### config.mk
export PLATFORM = sky130hd
export DESIGN_NAME = longest_prefix_match_forwarder
export DESIGN_NICKNAME = d
export VERILOG_FILES = /design/src/hdl/lpm_pkg.sv /design/src/hdl/lpm_cell.sv /design/src/hdl/longest_prefix_match_forwarder.sv
export SDC_FILE = /design/constraint.sdc
export NUM_CORES = 2
export LEC_CHECK = 0
export ABC_AREA = 1
export BUFFER_PORTS_ARGS = -buffer_cell sky130_fd_sc_hd__buf_4
export CAP_MARGIN = 20
export CORE_ASPECT_RATIO = 1.4
export CORE_UTILIZATION = 34
export DETAILED_ROUTE_END_ITERATION = 8
export GPL_ROUTABILITY_DRIVEN = 1
export PLACE_DENSITY_LB_ADDON = 0.05
export SYNTH_ARGS = -nofsm -noshare
export SYNTH_HDL_FRONTEND = slang
export SYNTH_SLANG_ARGS = --single-unit
### constraint.sdc
create_clock -name clk -period 18.4 [get_ports clk]
set_input_delay 5.52 -clock clk [delete_from_list [all_inputs] [get_ports clk]]
set_output_delay 5.52 -clock clk [all_outputs]
set_load 0.005 [all_outputs]
### src/hdl/lpm_pkg.sv
// Shared types, codes and helpers for the longest prefix match forwarder.
package lpm_pkg;

  localparam logic FUNC_ADD = 1'b0;
  localparam logic FUNC_FWD = 1'b1;

  localparam logic [1:0] ST_ADDED     = 2'd0;
  localparam logic [1:0] ST_FORWARDED = 2'd1;
  localparam logic [1:0] ST_NO_ROUTE  = 2'd2;
  localparam logic [1:0] ST_FULL      = 2'd3;

  localparam logic [5:0] MAX_LEN = 6'd32;

  typedef struct packed {
    logic        func;
    logic [31:0] address;
    logic [5:0]  prefix_length;
    logic [7:0]  port_number;
  } lpm_in_t;

  typedef struct packed {
    logic [1:0]  status;
    logic [7:0]  out_port;
    logic [5:0]  match_length;
    logic [31:0] packets_seen;
  } lpm_out_t;

  typedef struct packed {
    logic [31:0] prefix;
    logic [5:0]  length;
    logic [7:0]  port;
  } lpm_route_t;

  typedef struct packed {
    logic        valid;
    logic [31:0] addr;
    logic        found;
    logic [5:0]  len;
    logic [7:0]  port;
    logic [31:0] packets;
  } lpm_tok_t;

  function automatic logic [31:0] len_to_mask(input logic [5:0] len);
    logic [31:0] m;
    if (len == 6'd0) begin
      m = 32'h0;
    end else if (len >= MAX_LEN) begin
      m = 32'hFFFF_FFFF;
    end else begin
      m = 32'hFFFF_FFFF << (MAX_LEN - len);
    end
    return m;
  endfunction

endpackage

### src/hdl/lpm_cell.sv
// One route table cell: holds an entry and updates the passing search token.
module lpm_cell
  import lpm_pkg::*;
#(
  parameter int IDX_W = 4
) (
  input  logic             clk,
  input  logic             rst_n,
  input  logic             live_i,
  input  logic [IDX_W-1:0] my_idx_i,
  input  logic             we_i,
  input  lpm_route_t       wr_i,
  input  logic             upd_i,
  input  logic [31:0]      upd_packets_i,
  input  lpm_tok_t         tok_i,
  input  logic [IDX_W-1:0] tok_idx_i,
  output lpm_tok_t         tok_o,
  output logic [IDX_W-1:0] tok_idx_o
);

  logic [31:0]      prefix_r;
  logic [5:0]       length_r;
  logic [7:0]       port_r;
  logic [31:0]      packets_r;
  lpm_tok_t         tok_r, tok_nxt;
  logic [IDX_W-1:0] idx_r, idx_nxt;
  logic             hit;

  always_ff @(posedge clk) begin
    if (we_i) begin
      prefix_r  <= wr_i.prefix;
      length_r  <= wr_i.length;
      port_r    <= wr_i.port;
      packets_r <= 32'h0;
    end else if (upd_i) begin
      packets_r <= upd_packets_i;
    end
  end

  always_comb begin
    hit = live_i && (((tok_i.addr ^ prefix_r) & len_to_mask(length_r)) == 32'h0)
          && (!tok_i.found || (length_r > tok_i.len));
    tok_nxt = tok_i;
    idx_nxt = tok_idx_i;
    if (hit) begin
      tok_nxt.found   = 1'b1;
      tok_nxt.len     = length_r;
      tok_nxt.port    = port_r;
      tok_nxt.packets = packets_r;
      idx_nxt         = my_idx_i;
    end
  end

  always_ff @(posedge clk) begin
    if (!rst_n) begin
      tok_r.valid <= 1'b0;
    end else begin
      tok_r.valid <= tok_nxt.valid;
    end
    tok_r.addr    <= tok_nxt.addr;
    tok_r.found   <= tok_nxt.found;
    tok_r.len     <= tok_nxt.len;
    tok_r.port    <= tok_nxt.port;
    tok_r.packets <= tok_nxt.packets;
    idx_r         <= idx_nxt;
  end

  assign tok_o     = tok_r;
  assign tok_idx_o = idx_r;

endmodule

### src/hdl/longest_prefix_match_forwarder.sv
// Top level: IPv4 route table as a chain of cells with longest prefix lookup.
//
//  channel | ports                      | transfer when
//  --------+----------------------------+-------------------------------
//  input   | start, busy, in_data       | start high and busy low
//  result  | out_valid, out_data        | out_valid high, one cycle
//
// An add gives its result in the cycle after the transfer and leaves busy low.
// A forward walks the cell chain one cell per cycle and gives its result
// from the output register after the last cell; busy is high until then.
// Reset empties the table and drops any search in flight.
// The receiver cannot stall; each result is shown for one cycle.
module longest_prefix_match_forwarder
  import lpm_pkg::*;
#(
  parameter int TABLE_ENTRIES = 16
) (
  input  logic     clk,
  input  logic     rst_n,
  input  logic     start,
  output logic     busy,
  input  lpm_in_t  in_data,
  output logic     out_valid,
  output lpm_out_t out_data
);

  localparam int IDX_W = (TABLE_ENTRIES > 1) ? $clog2(TABLE_ENTRIES) : 1;
  localparam int CNT_W = $clog2(TABLE_ENTRIES + 1);

  logic [CNT_W-1:0]    count_r, count_nxt;
  logic                busy_r, busy_nxt;
  logic                out_valid_r, out_valid_nxt;
  lpm_out_t            out_data_r, out_data_nxt;
  logic                accept, add_go, fwd_go, full;
  lpm_route_t          wr_route;
  lpm_tok_t            tok_w [0:TABLE_ENTRIES];
  logic [IDX_W-1:0]    idx_w [0:TABLE_ENTRIES];
  logic [TABLE_ENTRIES-1:0] live, we, upd;
  logic [31:0]         pkt_inc;
  lpm_tok_t            tail;

  assign accept = start && !busy_r;
  assign add_go = accept && (in_data.func == FUNC_ADD);
  assign fwd_go = accept && (in_data.func == FUNC_FWD);
  assign full   = (count_r == CNT_W'(TABLE_ENTRIES));

  assign wr_route.prefix = in_data.address;
  assign wr_route.length = (in_data.prefix_length > MAX_LEN) ? MAX_LEN
                                                            : in_data.prefix_length;
  assign wr_route.port   = in_data.port_number;

  assign tok_w[0] = '{fwd_go, in_data.address, 1'b0, 6'd0, 8'd0, 32'h0};
  assign idx_w[0] = '0;

  assign tail    = tok_w[TABLE_ENTRIES];
  assign pkt_inc = (tail.packets == 32'hFFFF_FFFF) ? tail.packets : tail.packets + 32'd1;

  genvar g;
  generate
    for (g = 0; g < TABLE_ENTRIES; g++) begin : g_cell
      assign live[g] = (CNT_W'(g) < count_r);
      assign we[g]   = add_go && !full && (count_r == CNT_W'(g));
      assign upd[g]  = tail.valid && tail.found
                       && (idx_w[TABLE_ENTRIES] == IDX_W'(g));

      lpm_cell #(
        .IDX_W(IDX_W)
      ) u_cell (
        .clk          (clk),
        .rst_n        (rst_n),
        .live_i       (live[g]),
        .my_idx_i     (IDX_W'(g)),
        .we_i         (we[g]),
        .wr_i         (wr_route),
        .upd_i        (upd[g]),
        .upd_packets_i(pkt_inc),
        .tok_i        (tok_w[g]),
        .tok_idx_i    (idx_w[g]),
        .tok_o        (tok_w[g+1]),
        .tok_idx_o    (idx_w[g+1])
      );
    end
  endgenerate

  always_comb begin
    count_nxt     = count_r;
    busy_nxt      = busy_r;
    out_valid_nxt = 1'b0;
    out_data_nxt  = '0;
    if (add_go) begin
      out_valid_nxt = 1'b1;
      if (full) begin
        out_data_nxt.status = ST_FULL;
      end else begin
        out_data_nxt.status = ST_ADDED;
        count_nxt           = count_r + CNT_W'(1);
      end
    end else if (fwd_go) begin
      busy_nxt = 1'b1;
    end else if (tail.valid) begin
      busy_nxt      = 1'b0;
      out_valid_nxt = 1'b1;
      if (tail.found) begin
        out_data_nxt.status       = ST_FORWARDED;
        out_data_nxt.out_port     = tail.port;
        out_data_nxt.match_length = tail.len;
        out_data_nxt.packets_seen = pkt_inc;
      end else begin
        out_data_nxt.status = ST_NO_ROUTE;
      end
    end
  end

  always_ff @(posedge clk) begin
    if (!rst_n) begin
      count_r     <= '0;
      busy_r      <= 1'b0;
      out_valid_r <= 1'b0;
    end else begin
      count_r     <= count_nxt;
      busy_r      <= busy_nxt;
      out_valid_r <= out_valid_nxt;
    end
    out_data_r <= out_data_nxt;
  end

  assign busy      = busy_r;
  assign out_valid = out_valid_r;
  assign out_data  = out_data_r;

`ifndef SYNTHESIS
  a_out_not_busy: assert property (@(posedge clk) disable iff (!rst_n)
    out_valid_r |-> !busy_r)
    else $error("result shown while busy");

  a_search_busy: assert property (@(posedge clk) disable iff (!rst_n)
    tail.valid |-> busy_r)
    else $error("search token in flight while idle");

  a_count_range: assert property (@(posedge clk) disable iff (!rst_n)
    count_r <= CNT_W'(TABLE_ENTRIES))
    else $error("entry count beyond table size");

  a_full_status: assert property (@(posedge clk) disable iff (!rst_n)
    (out_valid_r && (out_data_r.status == ST_FULL)) |-> full)
    else $error("table full reported while entries free");
`endif

endmodule
==> metrics.csv <==
stage,metric,value,unit
status,status,finished clean,
yosys,yosysWarnings,0,
finish,layout_commonest_cell,nand2_1,
global_routing,grt_start_max_net_pins,55,
floorplan,fp.dieW,474,um
placed_design,portBuffers,99,
floorplan,die_area,314000,sq um
floorplan,start_util,34.2,%
drt,drt-initial-drc-count,6799,
timing,worst_pin_slew,1.16,ns
floorplan,core_area,310000,sq um
yosys,synth_area,106000,sq um
drt,firstDrtPassIters,7,
yosys,synth_nets,12500,
yosys,synth.largest_area_cell,dfxtp_1,
yosys,ys_async_sr_fraction,0,%
yosys,ys_ff_latch,2600,
placed_design,place_congestion,0.901,
finish,layout_common_cells,"3888 x nand2_1, 1864 x dfxtp_1, 1002 x inv_1",
finish,nets,12400,
cts,cts_setup_buffers,0,
cts,cts-root-buf,clkbuf_16,
setup_path,cp-end-kind,flip-flop,
global_routing,antenna_found_initial,32,
drt,via_count,83900,
power_and_ir_drop,power_density,100,nW/um^2
placed_design,hpwlAfterDp,293,mm
power_and_ir_drop,seqPwrFrac,50.1,%
yosys,synth-edff-count,736,
setup_path,required,19.16,ns
timing,finalCritPeriodShare,48.5,%
cts,cts_buffers,285,
timing,setup_violations,0,
floorplan,die_h,662,um
floorplan,rows,242,
timing,fin_crit,8.92,ns
finish,final_area,120000,sq um
yosys,seq_area_frac_synth,56.1,%
floorplan,io_pins,100,
power_and_ir_drop,p_comb_share,2.6,%
setup_path,critPathKind,in2reg,
timing,finalClockSkew,0.0629,ns
yosys,synth_top_area_share,35.2,%
min_path,worst_hold_path_type,reg2reg,
cts,insertion_delay,0.89,ns
global_routing,grt_pass1_wl,597,mm
global_routing,grt_pass1_vias,82600,
drt,drt-vias-per-instance,5.05,
cts,ctsLongestPathBuffers,4,
yosys,synth-main-ff-cell,dfxtp_1,
power_and_ir_drop,leakage,53.6,nW
drt,drc,0,
global_routing,overflow,0,
setup_path,start_kind,primary input,
cts,clk_pin_slew,0.06,ns
timing,rsz0062_at_grt,no,
yosys,avgSynthCellArea,8.63,sq um
cts,clock_sinks,2600,
timing,setup_tns,0,ns
power_and_ir_drop,p_sw,2.71,mW
drt,wl,423,mm
drt,drtAntennaViolNets,0,
power_and_ir_drop,internal_power,9.31,mW
timing,holdWs,0.344,ns
yosys,yosysUniqueCellTypes,54,
yosys,yosys-top-cells-area,"dfxtp_1 35%, edfxtp_1 21%, nand2_1 14%, nand4_1 4.3%, inv_1 3.6%",
finish,area_growth,13.4,%
placed_design,place_area,111000,sq um
placed_design,dp_slack,8.48,ns
timing,max_clock_freq,112,MHz
setup_path,crit_arrival,9.68,ns
setup_path,crit_path_max_fanout,47,
timing,slew_headroom,22.7,%
job,max-cap-violations,0,
global_routing,grt_use_total,26.4,%
finish,drive_gt1_share,7.21,%
yosys,syn_inst,12300,
cts,cts_max_level,5,
timing,fin_ws,9.48,ns
cts,postCtsHoldBufs,0,
timing,drv_slew,0,
cts,cts_tree,built,
timing,hold_violations,0,
cts,cts-resized-gates,0,
power_and_ir_drop,p_clk_share,47.3,%
power_and_ir_drop,p_sw_share,22.6,%
power_and_ir_drop,vdd_drop_max,0.0000898,V
drt,wl_per_cell,25.5,um
## critical path: stages
cell	delay, ns
buf_4	0.08
inv_1	0.03
nor2_1	0.26
inv_1	0.10
nor2_1	0.43
inv_1	0.36
nor2_1	0.33
nand3_1	0.45
nor2_4	0.19
buf_4	0.59
inv_1	0.77
o21ai_0	0.26
o21bai_1	0.14
inv_1	0.05
## power groups by stage
stage | combinational, mW | sequential (mW) | clock [mW]
6_report | 0.316 | 6.03 | 5.68
5_1_grt | 0.338 | 6.03 | 6.04
4_1_cts | 0.322 | 6.03 | 5.82
3_5_place_dp | 0.320 | 6.15 | 0
3_3_place_gp | 0.321 | 6.16 | 0
2_1_floorplan | 0.147 | 6.10 | 0
## worst paths after layout
check | start | to | slack, ns | cells after the start
worst max-delay path | start | g_cell[14].u_cell.packets_r[17]$_SDFFE_PP0P_ | 9.48 | 14
worst max register to register | busy$_SDFFE_PN0P_ | g_cell[14].u_cell.packets_r[17]$_SDFFE_PP0P_ | 13.86 | 12
worst min-delay path | g_cell[0].u_cell.tok_o[63]$_DFF_P_ | g_cell[1].u_cell.tok_o[63]$_DFF_P_ | 0.34 | 0
worst min register to register | g_cell[0].u_cell.tok_o[63]$_DFF_P_ | g_cell[1].u_cell.tok_o[63]$_DFF_P_ | 0.34 | 0
## registers in the layout (all words and copies together), names as in the netlist
register and flops:
g_cell.u_cell.tok_o 1248, g_cell.u_cell.packets_r 512, g_cell.u_cell.prefix_r 512, g_cell.u_cell.port_r 128
g_cell.u_cell.length_r 96, g_cell.u_cell.tok_idx_o 49, out_data 48, count_r 5
busy 1, out_valid 1
## synth_stat cells, types with 5 or more instances
cell type / number
a211oi_1: 8
buf_4: 63
buf_6: 28
or2_2: 20
buf_2: 174
clkbuf_1: 289
ha_1: 158
nor4_1: 6
nor3_1: 23
nand3_2: 7
o22ai_1: 5
nand3_1: 536
dfxtp_1: 1864
inv_1: 1006
o21a_1: 18
nand3b_1: 34
nor3_4: 5
nand2_1: 3895
nor2_2: 41
o21bai_1: 106
nor2_1: 901
o211ai_1: 231
buf_1: 42
nand2_2: 35
inv_2: 16
nand4_1: 724
edfxtp_1: 736
o21ai_0: 557
a21oi_1: 135
xor2_1: 379
a31oi_1: 16
a22oi_1: 5
o21ai_1: 31
xnor2_1: 135
## per-layer routing
layer | vias up | routed length [um] | track usage (%)
li1 | 40000 | - | -
met1 | 40700 | 160000 | 29.7
met2 | 2540 | 223000 | 49.0
met3 | 733 | 16500 | 2.62
met4 | 0 | 23500 | 13.7
met5 | - | 0 | 0
## kinds of logic after synthesis
family | synth area share, %
and+or+nand+nor | 25.1
DFF | 56.1
buffers and inverters | 6.38
AOI/OAI and AO/OA | 6.25
xor gates and xnor gates | 4.33
adders and majority gates | 1.87
## layout make-up
cell class | instances | area [sq um]
timing repair buffer | 272 | 2240
clock inverter | 90 | 757
inverter | 1026 | 3850
clock buffer | 412 | 8390
tap | 4148 | 5190
sequential | 2600 | 59400
multi-input combinational | 8042 | 40100
fill | 31500 | 190000
antenna | 19 | 47.5
## through the flow
step / cells / power (mW) / utilization [%]
6_report: 16600 / 12.0 / 38.7
5_1_grt: 16600 / 12.4 / 38.7
4_1_cts: 16600 / 12.2 / 38.6
3_5_place_dp: 16100 / 6.48 / 35.7
3_3_place_gp: 16100 / 6.48 / 35.6
2_1_floorplan: 12300 / 6.25 / -
Note: power is estimated with default switching activity, not from simulation.
